<file path="config.mk">
export PLATFORM = sky130hd
export DESIGN_NAME = curtain_frame_parser_core
export DESIGN_NICKNAME = d
export VERILOG_FILES = /design/src/cfp_pkg.sv /design/src/cfp_parser.sv /design/src/curtain_frame_parser_core.sv
export SDC_FILE = /design/constraint.sdc
export NUM_CORES = 1
export LEC_CHECK = 0
export BUFFER_PORTS_ARGS = -buffer_cell sky130_fd_sc_hd__clkbuf_2
export CORE_MARGIN = 2
export CORE_UTILIZATION = 57
export CTS_CLUSTER_DIAMETER = 200
export DETAILED_ROUTE_END_ITERATION = 16
export MAX_ROUTING_LAYER = met4
export PLACE_DENSITY = 0.81
export SKIP_CTS_REPAIR_TIMING = 1
export SLEW_MARGIN = 0
export SYNTH_ARGS = -nofsm -noshare
export SYNTH_HDL_FRONTEND = slang
export SYNTH_HIERARCHICAL = 1
export SYNTH_SLANG_ARGS = --single-unit
</file>
<file path="constraint.sdc">
create_clock -name clk -period 4.8 [get_ports clk]
set_input_delay 0.48 -clock clk [delete_from_list [all_inputs] [get_ports clk]]
set_output_delay 0.48 -clock clk [all_outputs]
set_load 0.02 [all_outputs]
</file>
<file path="src/cfp_pkg.sv">
// ----------------------------------------------------------------------------
// cfp_pkg
// Shared types and constants for the curtain frame parser.
// ----------------------------------------------------------------------------
package cfp_pkg;

	localparam logic [15:0] SEED_RESET = 16'h2017;
	localparam logic [7:0]  HDR_A      = 8'h55;
	localparam logic [7:0]  HDR_B      = 8'hAA;

	typedef logic [4:0] cfp_phase_t;

	localparam cfp_phase_t PH_HUNT     = 5'd0;
	localparam cfp_phase_t PH_HDR1     = 5'd1;
	localparam cfp_phase_t PH_HDR2     = 5'd2;
	localparam cfp_phase_t PH_HDR3     = 5'd3;
	localparam cfp_phase_t PH_SUM_LO   = 5'd4;
	localparam cfp_phase_t PH_SUM_HI   = 5'd5;
	localparam cfp_phase_t PH_CMD_LO   = 5'd6;
	localparam cfp_phase_t PH_CMD_HI   = 5'd7;
	localparam cfp_phase_t PH_LEN_LO   = 5'd8;
	localparam cfp_phase_t PH_LEN_HI   = 5'd9;
	localparam cfp_phase_t PH_ACTION   = 5'd13;
	localparam cfp_phase_t PH_POSITION = 5'd14;
	localparam cfp_phase_t PH_LAST     = 5'd21;

	localparam logic REG_SEED = 1'b0;

	typedef struct packed {
		logic        valid;
		logic [15:0] command_id;
		logic [15:0] payload_length;
		logic [7:0]  action_code;
		logic [7:0]  position_byte;
		logic        checksum_good;
	} cfp_result_t;

endpackage

</file>
<file path="src/cfp_parser.sv">
// ----------------------------------------------------------------------------
// cfp_parser
// Frame state, running checksum and field capture; one byte per beat.
// ----------------------------------------------------------------------------
module cfp_parser (
	input  logic                 clk,
	input  logic                 arst_n,
	input  logic                 advance,
	input  logic [7:0]           data_byte,
	input  logic                 end_of_buffer,
	input  logic [15:0]          seed,
	output cfp_pkg::cfp_result_t result
);

	cfp_pkg::cfp_phase_t phase_q, phase_d;
	logic [15:0] running_sum_q, running_sum_d;
	logic [15:0] received_sum_q, received_sum_d;
	logic [15:0] command_word_q, command_word_d;
	logic [15:0] length_word_q, length_word_d;
	logic [7:0]  action_hold_q, action_hold_d;
	logic [7:0]  position_hold_q, position_hold_d;

	logic [15:0]         sum_add;
	logic [15:0]         hunt_sum;
	cfp_pkg::cfp_phase_t hunt_phase;
	logic                in_body;
	logic                good;

	assign sum_add    = running_sum_q + {8'h00, data_byte};
	assign hunt_sum   = (data_byte == cfp_pkg::HDR_A) ? seed + {8'h00, cfp_pkg::HDR_A} : seed;
	assign hunt_phase = (data_byte == cfp_pkg::HDR_A) ? cfp_pkg::PH_HDR1 : cfp_pkg::PH_HUNT;
	assign in_body    = (phase_q >= cfp_pkg::PH_CMD_LO) && (phase_q <= cfp_pkg::PH_LAST);
	assign good       = (sum_add == received_sum_q);

	always_comb begin
		phase_d         = phase_q;
		running_sum_d   = running_sum_q;
		received_sum_d  = received_sum_q;
		command_word_d  = command_word_q;
		length_word_d   = length_word_q;
		action_hold_d   = action_hold_q;
		position_hold_d = position_hold_q;
		case (phase_q)
			cfp_pkg::PH_HDR1, cfp_pkg::PH_HDR2: begin
				if (data_byte == cfp_pkg::HDR_B) begin
					running_sum_d = sum_add;
					phase_d       = phase_q + 5'd1;
				end else begin
					running_sum_d = hunt_sum;
					phase_d       = hunt_phase;
				end
			end
			cfp_pkg::PH_HDR3: begin
				if (data_byte == cfp_pkg::HDR_A) begin
					running_sum_d = sum_add;
					phase_d       = cfp_pkg::PH_SUM_LO;
				end else begin
					running_sum_d = hunt_sum;
					phase_d       = hunt_phase;
				end
			end
			cfp_pkg::PH_SUM_LO: begin
				received_sum_d = {8'h00, data_byte};
				phase_d        = cfp_pkg::PH_SUM_HI;
			end
			cfp_pkg::PH_SUM_HI: begin
				received_sum_d = {data_byte, received_sum_q[7:0]};
				phase_d        = cfp_pkg::PH_CMD_LO;
			end
			default: begin
				if (in_body) begin
					running_sum_d = sum_add;
					if (phase_q == cfp_pkg::PH_CMD_LO)   command_word_d = {8'h00, data_byte};
					if (phase_q == cfp_pkg::PH_CMD_HI)   command_word_d = {data_byte, command_word_q[7:0]};
					if (phase_q == cfp_pkg::PH_LEN_LO)   length_word_d  = {8'h00, data_byte};
					if (phase_q == cfp_pkg::PH_LEN_HI)   length_word_d  = {data_byte, length_word_q[7:0]};
					if (phase_q == cfp_pkg::PH_ACTION)   action_hold_d  = data_byte;
					if (phase_q == cfp_pkg::PH_POSITION) position_hold_d = data_byte;
					if (phase_q == cfp_pkg::PH_LAST) begin
						phase_d       = cfp_pkg::PH_HUNT;
						running_sum_d = seed;
					end else begin
						phase_d = phase_q + 5'd1;
					end
				end else begin
					running_sum_d = hunt_sum;
					phase_d       = hunt_phase;
				end
			end
		endcase
		if (end_of_buffer) begin
			phase_d       = cfp_pkg::PH_HUNT;
			running_sum_d = seed;
		end
	end

	always_comb begin
		result.valid          = (phase_q == cfp_pkg::PH_LAST);
		result.command_id     = good ? command_word_q : 16'h0000;
		result.payload_length = length_word_q;
		result.action_code    = action_hold_q;
		result.position_byte  = position_hold_q;
		result.checksum_good  = good;
	end

	always_ff @(posedge clk or negedge arst_n) begin
		if (!arst_n) begin
			phase_q         <= cfp_pkg::PH_HUNT;
			running_sum_q   <= cfp_pkg::SEED_RESET;
			received_sum_q  <= 16'h0000;
			command_word_q  <= 16'h0000;
			length_word_q   <= 16'h0000;
			action_hold_q   <= 8'h00;
			position_hold_q <= 8'h00;
		end else if (advance) begin
			phase_q         <= phase_d;
			running_sum_q   <= running_sum_d;
			received_sum_q  <= received_sum_d;
			command_word_q  <= command_word_d;
			length_word_q   <= length_word_d;
			action_hold_q   <= action_hold_d;
			position_hold_q <= position_hold_d;
		end
	end

`ifndef NO_ASSERTIONS
	a_phase_range: assert property (@(posedge clk) disable iff (!arst_n)
		phase_q <= cfp_pkg::PH_LAST)
		else $error("phase out of range");

	a_eob_hunt: assert property (@(posedge clk) disable iff (!arst_n)
		advance && end_of_buffer |=> phase_q == cfp_pkg::PH_HUNT)
		else $error("end of buffer did not return to hunting");

	a_last_wraps: assert property (@(posedge clk) disable iff (!arst_n)
		advance && phase_q == cfp_pkg::PH_LAST |=> phase_q == cfp_pkg::PH_HUNT)
		else $error("frame end did not return to hunting");
`endif

endmodule

</file>
<file path="src/curtain_frame_parser_core.sv">
// ----------------------------------------------------------------------------
// curtain_frame_parser_core
// Curtain motor frame parser: header hunt, field capture, checksum check.
// ----------------------------------------------------------------------------
// Channel   Signals                                        Direction
// bytes     byte_valid/byte_ready, data_byte, end_of_buffer  in
// frames    frame_valid/frame_ready, command_id, payload_length,
//           action_code, position_byte, checksum_good      out
// config    psel/penable/pwrite/paddr/pwdata/prdata/pready  APB
//
// One byte per cycle; a frame beat appears the cycle after its last byte.
// Byte acceptance is held off only while a frame beat waits and frame_ready
// is low; the output register frees up on the same edge it is taken.
// Reset clears the parser to hunting and the seed to 0x2017.
// ----------------------------------------------------------------------------
module curtain_frame_parser_core (
	input  logic        clk,
	input  logic        arst_n,
	input  logic        byte_valid,
	output logic        byte_ready,
	input  logic [7:0]  data_byte,
	input  logic        end_of_buffer,
	output logic        frame_valid,
	input  logic        frame_ready,
	output logic [15:0] command_id,
	output logic [15:0] payload_length,
	output logic [7:0]  action_code,
	output logic [7:0]  position_byte,
	output logic        checksum_good,
	input  logic        psel,
	input  logic        penable,
	input  logic        pwrite,
	input  logic [2:0]  paddr,
	input  logic [31:0] pwdata,
	output logic [31:0] prdata,
	output logic        pready
);

	logic                 seed_wr;
	logic [15:0]          seed_q;
	logic                 advance;
	cfp_pkg::cfp_result_t result;
	logic                 frame_valid_q;
	logic [15:0]          command_id_q;
	logic [15:0]          payload_length_q;
	logic [7:0]           action_code_q;
	logic [7:0]           position_byte_q;
	logic                 checksum_good_q;

	assign pready  = 1'b1;
	assign seed_wr = psel && penable && pwrite && (paddr[2] == cfp_pkg::REG_SEED);
	assign prdata  = (paddr[2] == cfp_pkg::REG_SEED) ? {16'h0000, seed_q} : 32'h0000_0000;

	always_ff @(posedge clk or negedge arst_n) begin
		if (!arst_n) begin
			seed_q <= cfp_pkg::SEED_RESET;
		end else if (seed_wr) begin
			seed_q <= pwdata[15:0];
		end
	end

	assign byte_ready = !frame_valid_q || frame_ready;
	assign advance    = byte_valid && byte_ready;

	cfp_parser u_parser (
		.clk           (clk),
		.arst_n        (arst_n),
		.advance       (advance),
		.data_byte     (data_byte),
		.end_of_buffer (end_of_buffer),
		.seed          (seed_q),
		.result        (result)
	);

	always_ff @(posedge clk or negedge arst_n) begin
		if (!arst_n) begin
			frame_valid_q <= 1'b0;
		end else if (advance) begin
			frame_valid_q <= result.valid;
		end else if (frame_ready) begin
			frame_valid_q <= 1'b0;
		end
	end

	always_ff @(posedge clk) begin
		if (advance && result.valid) begin
			command_id_q     <= result.command_id;
			payload_length_q <= result.payload_length;
			action_code_q    <= result.action_code;
			position_byte_q  <= result.position_byte;
			checksum_good_q  <= result.checksum_good;
		end
	end

	assign frame_valid    = frame_valid_q;
	assign command_id     = command_id_q;
	assign payload_length = payload_length_q;
	assign action_code    = action_code_q;
	assign position_byte  = position_byte_q;
	assign checksum_good  = checksum_good_q;

`ifndef NO_ASSERTIONS
	a_ready_when_empty: assert property (@(posedge clk) disable iff (!arst_n)
		!frame_valid |-> byte_ready)
		else $error("byte channel stalled with empty output register");

	a_bad_sum_zero_cmd: assert property (@(posedge clk) disable iff (!arst_n)
		frame_valid && !checksum_good |-> command_id == 16'h0000)
		else $error("command not cleared on checksum mismatch");

	a_no_frame_idle: assert property (@(posedge clk) disable iff (!arst_n)
		!advance && !frame_valid |=> !frame_valid)
		else $error("frame beat appeared without a byte");
`endif

endmodule
</file>
# After elaboration in Yosys (flattened, before gate mapping)
# Index checks and enable logic that the tools add are counted.
[totals]
register_bits = 151
[classes]
addsub = 3
n_lt_le_gt_ge = 2
eq_ne = 16
n_mux = 22
bitwise_logic = 5
reduce_logical = 24
[op_table]
columns = ["cell", "count"]
rows = [
  ["two-way mux 16 bit", 11],
  ["case mux 16 bit (3 select lines)", 1],
  ["case mux 16 bit (2 select lines)", 1],
  ["two-way mux 5 bit", 5],
  ["== test 5 x 3 -> 1 bit, second input constant", 4],
  ["== test 5 x 4 -> 1 bit, second input constant", 4],
  ["case mux 5 bit (4 select lines)", 1],
  ["adder 16 x 7 -> 16 bit, second input constant", 1],
  ["adder 16 x 8 -> 16 bit", 1],
  ["== test 16 bit", 1],
  ["AND reduction 4 bit", 4],
  ["== test 5 x 2 -> 1 bit, second input constant", 2],
  ["AND reduction 5 bit", 2],
  ["== test 8 x 7 -> 1 bit, second input constant", 1],
  ["== test 8 bit, second input constant", 1],
  ["nonzero test 2 bit", 4],
  ["logical AND 1 bit", 6],
  ["adder 5 x 1 -> 5 bit, second input constant", 1],
  ["== test 5 x 1 -> 1 bit, second input constant", 1],
  ["== test 5 bit, second input constant", 1],
  [">= comparator 5 x 3 -> 1 bit, second input constant", 1],
  ["<= comparator 5 bit, second input constant", 1],
  ["inverter 1 bit", 5],
  ["OR reduction 5 bit", 1],
  ["other kinds (7)", 11],
]

# Logic depth before layout (Yosys ltp)
# Gate-level depths: netlist of the first run.
[depth]
depth_word = 5
ltp_mapped = 13
ltp_nobuf = 9

# Modules after synthesis
# The synthesis of the first run kept the hierarchy.
[modules_own_cells]
columns = ["mod", "instances", "cells_per_inst", "area_each_um2", "seq_area_each_um2"]
rows = [
  ["cfp_parser", 1, 571, 5420.2, 2133.3],
  ["curtain_frame_parser_core", 1, 125, 2428.6, 1903.1],
]

# Least setup slack after synthesis of the first run
# Ideal clock, no wire load.
[synth_path]
kind = "reg-to-reg"
start = "reg u_parser.phase_q[1]"
end = "reg action_code_q[0] (netlist: action_code[0]) (enable)"
t_arrival_ps = 3642
required_time_ps = 4338
setup_slack_ps = 696
stages_incl_launch_ff = 8
path_buffers = 1
period_less_slack_ps = 4104
cell_sequence = "dfrtp_1 inv_1 ha_1 clkbuf_1 nand3_1 inv_1 nand2_1 nor2b_1"
[synth_rtl]
columns = ["element", "line_no", "rtl"]
rows = [
  ["start, declared", "cfp_parser.sv:15", "cfp_pkg::cfp_phase_t phase_q, phase_d;"],
  ["start signal, assigned", "cfp_parser.sv:108", "phase_q <= cfp_pkg::PH_HUNT;"],
  ["start signal, assigned", "cfp_parser.sv:116", "phase_q <= phase_d;"],
  ["end signal, assigned", "curtain_frame_parser_core.sv:89", "action_code_q <= result.action_code;"],
  ["end, declared", "curtain_frame_parser_core.sv:46", "logic [7:0] action_code_q;"],
]

# Final worst setup path of the first run
[layout_path]
start = "in data_byte[0]"
end = "reg command_id_q[2] (netlist: command_id[2]) (data pin)"
[layout_between]
elab_chain_len = 2
[layout_rtl]
columns = ["element", "line_no", "rtl"]
rows = [
  ["start, declared", "curtain_frame_parser_core.sv:21", "input logic [7:0] data_byte,"],
  ["adder 16 x 8 -> 16 bit", "cfp_parser.sv:29", "assign sum_add = running_sum_q + {8'h00, data_byte};"],
  ["== test 16 bit", "cfp_parser.sv:33", "assign good = (sum_add == received_sum_q);"],
  ["end signal, assigned", "curtain_frame_parser_core.sv:87", "command_id_q <= result.command_id;"],
  ["end, declared", "curtain_frame_parser_core.sv:44", "logic [15:0] command_id_q;"],
]
# Every way passes these cells.
# A chain may end at the register's enable or synchronous reset.

==> results of run 1 <==
[cell usage in the layout, fill, tap and decap left out, drive strengths merged, types with 33 or more instances in the layout]
cell    instances
a21oi          33
mux2           56
edfxtp         49
nor2           39
inv            36
o21ai          35
dfrtp          92
nor3           33
clkbuf        116
nand2          34
[worst max path at each step]
stage,cells past startpoint,to,slack (ps),from
floorplan,7,action_code[0]$_DFFE_PP_,700,u_parser/phase_q[1]$_DFFE_PN0P_
global placement,10,command_id[4]$_DFFE_PP_,950,data_byte[0]
detailed placement,10,command_id[2]$_DFFE_PP_,800,data_byte[0]
CTS,9,command_id[2]$_DFFE_PP_,1170,u_parser/running_sum_q[0]$_DFFE_PN1P_
global route,10,command_id[2]$_DFFE_PP_,1030,u_parser/running_sum_q[0]$_DFFE_PN1P_
finish,10,command_id[2]$_DFFE_PP_,1160,data_byte[0]
[sequential cells by signal (all words and copies together) (netlist names)]
name,cells
u_parser/received_sum_q,16
action_code,8
frame_valid,1
command_id,16
u_parser/action_hold_q,8
position_byte,8
u_parser/length_word_q,16
payload_length,16
checksum_good,1
u_parser/running_sum_q,16
u_parser/position_hold_q,8
u_parser/command_word_q,16
u_parser/phase_q,5
seed_q,16
[cells by family after synthesis]
logic type / count (synthesis) / synth area share [%]
muxes: 58 / 8.768
buffers and inverters: 84 / 5.436
xor gates and xnor gates: 33 / 3.778
other: 2 / 0.09568
AOI/OAI and AO/OA: 160 / 14.25
and+or+nand+nor: 194 / 13.92
DFF: 151 / 51.43
adders and majority gates: 14 / 2.327
[report_power, final]
part / internal (mW) / total, mW / switching, mW / leakage [nW]
Clock: 0.856 / 1.44 / 0.580 / 0.315
Combinational: 0.245 / 0.588 / 0.343 / 1.78
Sequential: 1.39 / 1.50 / 0.103 / 1.76
Total: 2.50 / 3.52 / 1.03 / 3.86
[per-layer routing]
| metal | routed length [µm] | track usage [%] | share of wire, % | vias up |
|---|---|---|---|---|
| met5 | 0 | - | 0 | - |
| met4 | 547 | 11.57 | 2.9 | 0 |
| met3 | 1354 | 5.357 | 7.2 | 50 |
| met2 | 9239 | 44.38 | 49 | 324 |
| met1 | 7751 | 34.30 | 41 | 2869 |
| li1 | - | - | - | 2677 |
[through the flow]
stage | hold slack (ps) | power (mW) | std cells | area (µm²)
after floorplan | 184.4 | 1.936 | 711 | 7905
after global placement | 424.2 | 2.068 | 933 | 8354
after detailed placement | 427.3 | 2.090 | 933 | 8354
after CTS | 147.7 | 3.523 | 965 | 8990
after global routing | 162.9 | 3.645 | 965 | 8990
final | 108.7 | 3.521 | 965 | 8990
[final cells by class]
type,count,area (µm²)
Multi-Input combinational cell,476,3468
Tap cell,176,220.2
Inverter,27,101.3
Sequential cell,151,4036
Timing Repair Buffer,103,528.0
Fill cell,996,4358
Clock inverter,14,196.4
Clock buffer,18,439.2
==> summary.md, run 1 <==
| Metric | Value |
|---|---|
| Status | `finished clean` |
| Core area | `0.01335 mm²` |
| Worst EP required | `5020 ps` |
| Post-synthesis cell type count | `77` |
| Hold Path Class | `primary input to asynchronous set/reset pin` |
| Routability cong. | `0.9731` |
| Yosys reg bits | `151` |
| Tmin final | `3644 ps` |
| Max rail drop VDD | `0.2313 mV` |
| H-tree depth | `4` |
| Clk buf depth | `2` |
| Vias in the first global route | `5713` |
| HPWL Detailed | `12370 µm` |
| Fraction of layout cells with a size suffix above 1 | `27.76%` |
| RR Endpoint | `command_id[2]$_DFFE_PP_` |
| Initial DRT Pass Iterations | `6` |
| CTS root buf | `clkbuf_16` |
| Count leader, synth | `dfrtp_1` |
| Initial Utilization | `58.80%` |
| P_leak | `3.856 nW` |
| # rows | `42` |
| Post-synth top area share | `29.33%` |
| Power per Cell Area | `391.7 mW/mm²` |
| Final Net Count | `841` |
| Diodes inserted | `0` |
| Worst slew pin tran | `1037 ps` |
| Die width | `121.3 µm` |
| Max-cap viol count | `0` |
| Routed via count | `5920` |
| Routed len/inst | `19.58 µm` |
| FF-to-FF Start | `u_parser/running_sum_q[0]$_DFFE_PN1P_` |
| Setup_tns | `0 ps` |
| Worst path bufs/invs | `1` |
| Insertion delay to the later sink of the worst-skew pair | `440 ps` |
| Critical path's top delay family | `simple AND/OR/NAND/NOR gates` |
| Worst path slowest cell | `or4_1` |
| # port buffers | `99` |
| Yosys warnings | `6` |
| Post-synth EDFFs | `49` |
| DIE HEIGHT | `121.3 µm` |
| RSZ-0062 raised after global routing | `no` |
| Largest net degree at the start of global routing | `61` |
| Die area | `0.01472 mm²` |
| Reg2Reg Depth | `9` |
| Final Cycle Share | `75.92%` |
| Normalized max-slew margin | `30.65%` |
| Area growth, synth to finish | `14.54%` |
| Final core area utilization | `67.35%` |
| Leading area contributor after synthesis | `dfrtp_1` |
| GRT overflow | `0` |
| FMAX | `274.4 MHz` |
| Post-synthesis async set-or-reset flop share | `67.55%` |
| Leading post-synthesis cells by cell area | `dfrtp_1, edfxtp_1, mux2_2` |
| CP Launch Type | `primary input` |
| Worst slack at placement | `799.5 ps` |
| Reg-to-reg setup timing slack | `1170 ps` |
| Routed Wire Length | `18890 µm` |
| WS Path Type | `primary input to flop` |
| Avg Inst Size Synth | `11.28 µm²` |
| First-pass GRT wire length | `30120 µm` |
| Clock transition at path regs | `70 ps` |
| Most frequent cells after synthesis | `dfrtp_1, edfxtp_1, mux2_2` |
| Max incr delay on CP | `880 ps` |
| Final hold violations | `0` |
| Sequential area share after synthesis | `51.43%` |
| CTS tree | `built` |
| Clk_skew | `13.36 ps` |
| Total CTS buffers | `17` |
| Cells after synthesis | `696` |
| First DRT Iteration DRCs | `599` |
| Vias per cell | `6.135` |
| Clk sinks | `151` |
| Arr. time, crit path | `3860 ps` |
| Drc violations | `0` |
| CP Capture Type | `flop` |
| Final WS setup | `1156 ps` |
| GR Util All Layers | `27.54%` |
| Crit Path Max Fanout | `17` |
| Initial antenna violation count | `0` |
| Cell area after synthesis | `0.007849 mm²` |
| Post-route ant nets | `0` |
| Slew Viols, Final | `0` |
| Cell chain of the critical path | `clkbuf_2 -> ha_1 -> fa_1 -> a211oi_1 -> nor2_1 -> xor2_1 -> xnor2_1 -> nand3_1 -> or4_1 -> nor3_1` |
| Final setup fails | `0` |
| Most common flop cell mapped by yosys | `dfrtp_1` |
| Top Ports | `135` |
(Power assumes the default switching activity.)
==> run 2, diff against run 1 <==
--- a/config.mk
+++ b/config.mk
@@ -7,11 +7,11 @@
 export LEC_CHECK = 0
 export BUFFER_PORTS_ARGS = -buffer_cell sky130_fd_sc_hd__clkbuf_2
 export CORE_MARGIN = 2
-export CORE_UTILIZATION = 57
+export CORE_UTILIZATION = 51
 export CTS_CLUSTER_DIAMETER = 200
 export DETAILED_ROUTE_END_ITERATION = 16
 export MAX_ROUTING_LAYER = met4
-export PLACE_DENSITY = 0.81
+export PLACE_DENSITY = 0.76
 export SKIP_CTS_REPAIR_TIMING = 1
 export SLEW_MARGIN = 0
 export SYNTH_ARGS = -nofsm -noshare
==> constraint.sdc (replaced) <==
create_clock -name clk -period 3.3 [get_ports clk]
set_input_delay 0.33 -clock clk [delete_from_list [all_inputs] [get_ports clk]]
set_output_delay 0.33 -clock clk [all_outputs]
set_load 0.02 [all_outputs]
==> summary.md, run 2 (synthesis results as in run 1) <==
| Metric | Value |
|---|---|
| First DRT Iteration DRCs | `496` |
| Post-route ant nets | `0` |
| Routed len/inst | `18.51 µm` |
| Diodes inserted | `0` |
| Normalized max-slew margin | `53.09%` |
| Routability cong. | `0.9253` |
| Final Net Count | `866` |
| H-tree depth | `4` |
| Routed via count | `5950` |
| Worst EP required | `3570 ps` |
| DIE HEIGHT | `128.1 µm` |
| Max rail drop VDD | `0.3537 mV` |
| Clk buf depth | `2` |
| Hold_ws | `130.6 ps` |
| WS Path Type | `flop to flop` |
| Total CTS buffers | `17` |
| Max-cap viol count | `0` |
| CTS tree | `built` |
| Clk_skew | `7.505 ps` |
| Final WS setup | `111.2 ps` |
| Hold Path Class | `primary input to flop` |
| Die width | `128.1 µm` |
| Vias in the first global route | `5707` |
| CP Capture Type | `flop` |
| Core area | `0.01515 mm²` |
| Register area | `0.004036 mm²` |
| Vias per cell | `5.938` |
| Routed Wire Length | `18550 µm` |
| Status | `finished clean` |
| Multi-input logic area | `0.003516 mm²` |
| FMAX | `313.6 MHz` |
| CP Launch Type | `flop` |
| Most common cell after layout, fill and taps aside | `clkbuf_2` |
| First-pass GRT wire length | `29560 µm` |
| Slew Viols, Final | `0` |
| Area growth, synth to finish | `18.00%` |
| Initial DRT Pass Iterations | `5` |
| Clk sinks | `151` |
| Commonest non-fill, non-tap cells in the layout | `clkbuf_2, dfrtp_1, edfxtp_1, mux2_2, nor2_1` |
| Tmin final | `3189 ps` |
| HPWL Detailed | `12980 µm` |
| Final setup fails | `0` |
| Final core area utilization | `61.15%` |
| Crit Path Max Fanout | `17` |
| Drc violations | `0` |
| GRT overflow | `0` |
| # rows | `45` |
| Top Ports | `135` |
| Final Cycle Share | `96.63%` |
| Clock transition at path regs | `60 ps` |
| Power per Cell Area | `546.0 mW/mm²` |
| Largest net degree at the start of global routing | `103` |
| Arr. time, crit path | `3460 ps` |
| Total power draw | `5.057 mW` |
| # port buffers | `99` |
| Final hold violations | `0` |
| Worst slew pin tran | `700.5 ps` |
| Fraction of layout cells with a size suffix above 1 | `31.20%` |
| Setup_tns | `0 ps` |
| Worst slack at placement | `-18.60 ps` |
| Initial Utilization | `51.82%` |
| RSZ-0062 raised after global routing | `no` |
| CTS root buf | `clkbuf_16` |
| GR Util All Layers | `23.93%` |
| Initial antenna violation count | `0` |
| Die area | `0.01640 mm²` |
| Insertion delay to the later sink of the worst-skew pair | `430 ps` |
| Fill count | `1152` |
| P_leak | `4.088 nW` |
run 2: power breakdown:
part | switching [mW] | leakage [nW] | internal, mW
Clock | 0.871 | 0.300 | 1.11
Sequential | 0.149 | 1.84 | 2.03
Combinational | 0.513 | 1.95 | 0.385
run 2: cell type report:
| type | count | share of cell area [%] |
|---|---|---|
| Inverter | 27 | 1.094 |
| Tap cell | 188 | 2.540 |
| Multi-Input combinational cell | 476 | 37.96 |
| Timing Repair Buffer | 128 | 8.160 |
| Sequential cell | 151 | 43.58 |
| Clock buffer | 18 | 4.742 |
| Clock inverter | 14 | 1.918 |
run 2: per-layer routing:
| metal | vias up | track usage (%) | part of all wire (%) |
|---|---|---|---|
| met4 | 0 | 10.54 | 2.6 |
| met5 | - | - | 0 |
| li1 | 2722 | - | - |
| met3 | 49 | 4.341 | 6.2 |
| met1 | 2885 | 31.21 | 43 |
| met2 | 294 | 36.93 | 48 |
run 2: stage by stage:
| step | std cells | cell area [µm²] |
|---|---|---|
| final | 1002 | 9261 |
| after global routing | 1002 | 9261 |
| after CTS | 1001 | 9180 |
| after detailed placement | 969 | 8563 |
| after global placement | 969 | 8563 |
| after floorplan | 711 | 7908 |
run 2: path summary, 6_finish.rpt:
kind,slack (ps),start,endpoint,cells after the start
max,110,u_parser/running_sum_q[0]$_DFFE_PN1P_,command_id[2]$_DFFE_PP_,10
min,130,pwdata[11],seed_q[11]$_DFFE_PN0P_,2
min reg2reg,450,u_parser/action_hold_q[3]$_DFFE_PN0P_,action_code[3]$_DFFE_PP_,0
min in group asynchronous,490,arst_n,u_parser/running_sum_q[3]$_DFFE_PN0P_,3
max in group asynchronous,2370,arst_n,u_parser/position_hold_q[6]$_DFFE_PN0P_,3
max reg2reg,110,u_parser/running_sum_q[0]$_DFFE_PN1P_,command_id[2]$_DFFE_PP_,10
run 2: worst max-delay path, cell delays in order, from the launching register on:
cell	delay, ps
dfstp_2	530
ha_2	190
fa_2	470
xor2_1	200
a2111oi_2	290
o41ai_2	140
and4b_1	260
nand3_1	60
or4_4	550
buf_12	180
nor3_1	160
==> run 3, diff against run 2 <==
--- a/config.mk
+++ b/config.mk
@@ -6,12 +6,12 @@
 export NUM_CORES = 1
 export LEC_CHECK = 0
 export BUFFER_PORTS_ARGS = -buffer_cell sky130_fd_sc_hd__clkbuf_2
-export CORE_MARGIN = 2
+export CORE_ASPECT_RATIO = 0.5
 export CORE_UTILIZATION = 51
 export CTS_CLUSTER_DIAMETER = 200
 export DETAILED_ROUTE_END_ITERATION = 16
 export MAX_ROUTING_LAYER = met4
-export PLACE_DENSITY = 0.76
+export PLACE_DENSITY = 0.75
 export SKIP_CTS_REPAIR_TIMING = 1
 export SLEW_MARGIN = 0
 export SYNTH_ARGS = -nofsm -noshare
==> summary.md, run 3 (synthesis results as in run 1) <==
| Metric | Value |
|---|---|
| Total power draw | `4.972 mW` |
| Most common cell after layout, fill and taps aside | `clkbuf_2` |
| WS Path Type | `flop to flop` |
| GRT overflow | `0` |
| Worst slack at placement | `47.19 ps` |
| Vias per cell | `5.870` |
| GRT met1 Usage | `37.39%` |
| Switch Pwr | `1.501 mW` |
| Arr. time, crit path | `3350 ps` |
| HPWL Detailed | `12800 µm` |
| Drc violations | `0` |
| Largest net degree at the start of global routing | `103` |
| Clk sinks | `151` |
| Worst slew pin tran | `936.0 ps` |
| CP Capture Type | `flop` |
| Routed Wire Length | `18820 µm` |
| Failing checks | `hold timing` |
| GR Util All Layers | `25.24%` |
| Max rail drop VDD | `0.4005 mV` |
| Combinational cell fraction of total power | `17.8%` |
| Final WS setup | `212.5 ps` |
| Initial DRT Pass Iterations | `5` |
| Fraction of layout cells with a size suffix above 1 | `30.18%` |
| Top Ports | `135` |
| Status | `finished, violations left` |
| Max-cap viol count | `0` |
| Diodes inserted | `0` |
| Hold_ws | `-25.72 ps` |
| Insertion delay to the later sink of the worst-skew pair | `420 ps` |
| Final Cycle Share | `93.56%` |
| Area growth, synth to finish | `16.96%` |
| Final hold violations | `35` |
| H-tree depth | `4` |
| Normalized max-slew margin | `37.60%` |
| Core area | `0.01474 mm²` |
| Tmin final | `3087 ps` |
| Clk buf depth | `2` |
| RR Endpoint | `command_id[15]$_DFFE_PP_` |
| Die area | `0.01592 mm²` |
| Initial antenna violation count | `0` |
| Die width | `177.4 µm` |
| Slew Viols, Final | `0` |
| Routed via count | `5946` |
| Placed Area | `0.008591 mm²` |
| Hold Path Class | `primary input to asynchronous set/reset pin` |
| DIE HEIGHT | `89.72 µm` |
| First DRT Iteration DRCs | `509` |
| # port buffers | `99` |
| Power per Cell Area | `541.6 mW/mm²` |
| P_leak | `4.048 nW` |
| Clk_skew | `12.29 ps` |
| Power share of the sequential group | `44.0%` |
| Final Net Count | `867` |
| Setup_tns | `0 ps` |
| Met2 usage | `35.29%` |
| Crit path launch | `u_parser/running_sum_q[0]$_DFFE_PN1P_` |
| FMAX | `323.9 MHz` |
| P_int | `3.471 mW` |
| Post-route ant nets | `0` |
| Reg2Reg Depth | `10` |
| Sw Ratio | `30.20%` |
| Routed len/inst | `18.57 µm` |
| Crit Path Max Fanout | `17` |
| RSZ-0062 raised after global routing | `no` |
| Met3 Use GR | `4.188%` |
| Initial Utilization | `53.25%` |
| CP Launch Type | `flop` |
| CTS tree | `built` |
| Clock transition at path regs | `70 ps` |
| # rows | `31` |
| Reg-to-reg setup timing slack | `210 ps` |
| First-pass GRT wire length | `30040 µm` |
| Design area | `0.009180 mm²` |
| Routability cong. | `0.8820` |
| GR peak layer | `met1` |
| Final setup fails | `0` |
| FF-to-FF Start | `u_parser/running_sum_q[0]$_DFFE_PN1P_` |
| CTS root buf | `clkbuf_16` |
| Total CTS buffers | `17` |
| Vias in the first global route | `5513` |
| Commonest non-fill, non-tap cells in the layout | `clkbuf_2, dfrtp_1, edfxtp_1, mux2_2, nor2_1` |
| Critical Path Sink | `command_id[15]$_DFFE_PP_` |
| Clk pwr share | `38.3%` |
| Worst EP required | `3560 ps` |
## run 3: cell count changes in the layout (fill, tap and decap cells not counted), moves of 2 or more
cell | before | now
clkinv_4 | 0 | 3
buf_4 | 26 | 28
inv_8 | 5 | 2
clkinv_8 | 3 | 0
nor3_2 | 14 | 10
nor3_1 | 18 | 23
## run 3: how the worst min path moves through the flow
stage,slack [ps],cells past startpoint,from,to
6_report,-30,2,arst_n,u_parser/running_sum_q[15]$_DFFE_PN0P_
5_1_grt,30,2,arst_n,u_parser/running_sum_q[12]$_DFFE_PN0P_
4_1_cts,-3,2,arst_n,seed_q[12]$_DFFE_PN0P_
3_5_place_dp,430,0,u_parser/position_hold_q[4]$_DFFE_PN0P_,position_byte[4]$_DFFE_PP_
3_3_place_gp,430,2,arst_n,u_parser/running_sum_q[12]$_DFFE_PN0P_
2_1_floorplan,30,0,arst_n,frame_valid$_DFFE_PN0P_
## run 3: layout make-up
class	instances	area, µm²
timing repair buffer	129	755.7
sequential	151	4036
inverter	27	101.3
clock buffer	18	429.2
tap	198	247.7
clock inverter	14	141.4
multi-input combinational	476	3468
fill	1219	5559
## run 3: worst max-delay path, cell delays in order (launching register included)
cell       delay, ps
dfstp_2          530
ha_1             190
fa_2             490
xor2_1           190
a2111oi_2        200
o41ai_1          120
and4b_1          250
nand3_1           60
or4_4            540
buf_8            180
nor3_1           180
## run 3: power groups by stage
stage	combinational (mW)	clock, mW	sequential, mW
after floorplan	0.672	0	2.14
after global placement	0.854	0	2.21
after detailed placement	0.866	0	2.21
after CTS	0.874	1.93	2.18
after global routing	0.960	2.02	2.20
final	0.884	1.90	2.19
## run 3: metal layers
metal | vias to the layer above | wire length [µm]
li1 | 2720 | -
met1 | 2900 | 8970
met2 | 299 | 8141
met3 | 27 | 1433
met4 | 0 | 270
met5 | - | 0
## run 3: metrics by stage
stage / utilization (%) / std cells
after detailed placement: 58.29 / 981
after global placement: 58.29 / 981
final: 62.28 / 1013
after global routing: 62.28 / 1013
after floorplan: - / 711
after CTS: 62.16 / 1013
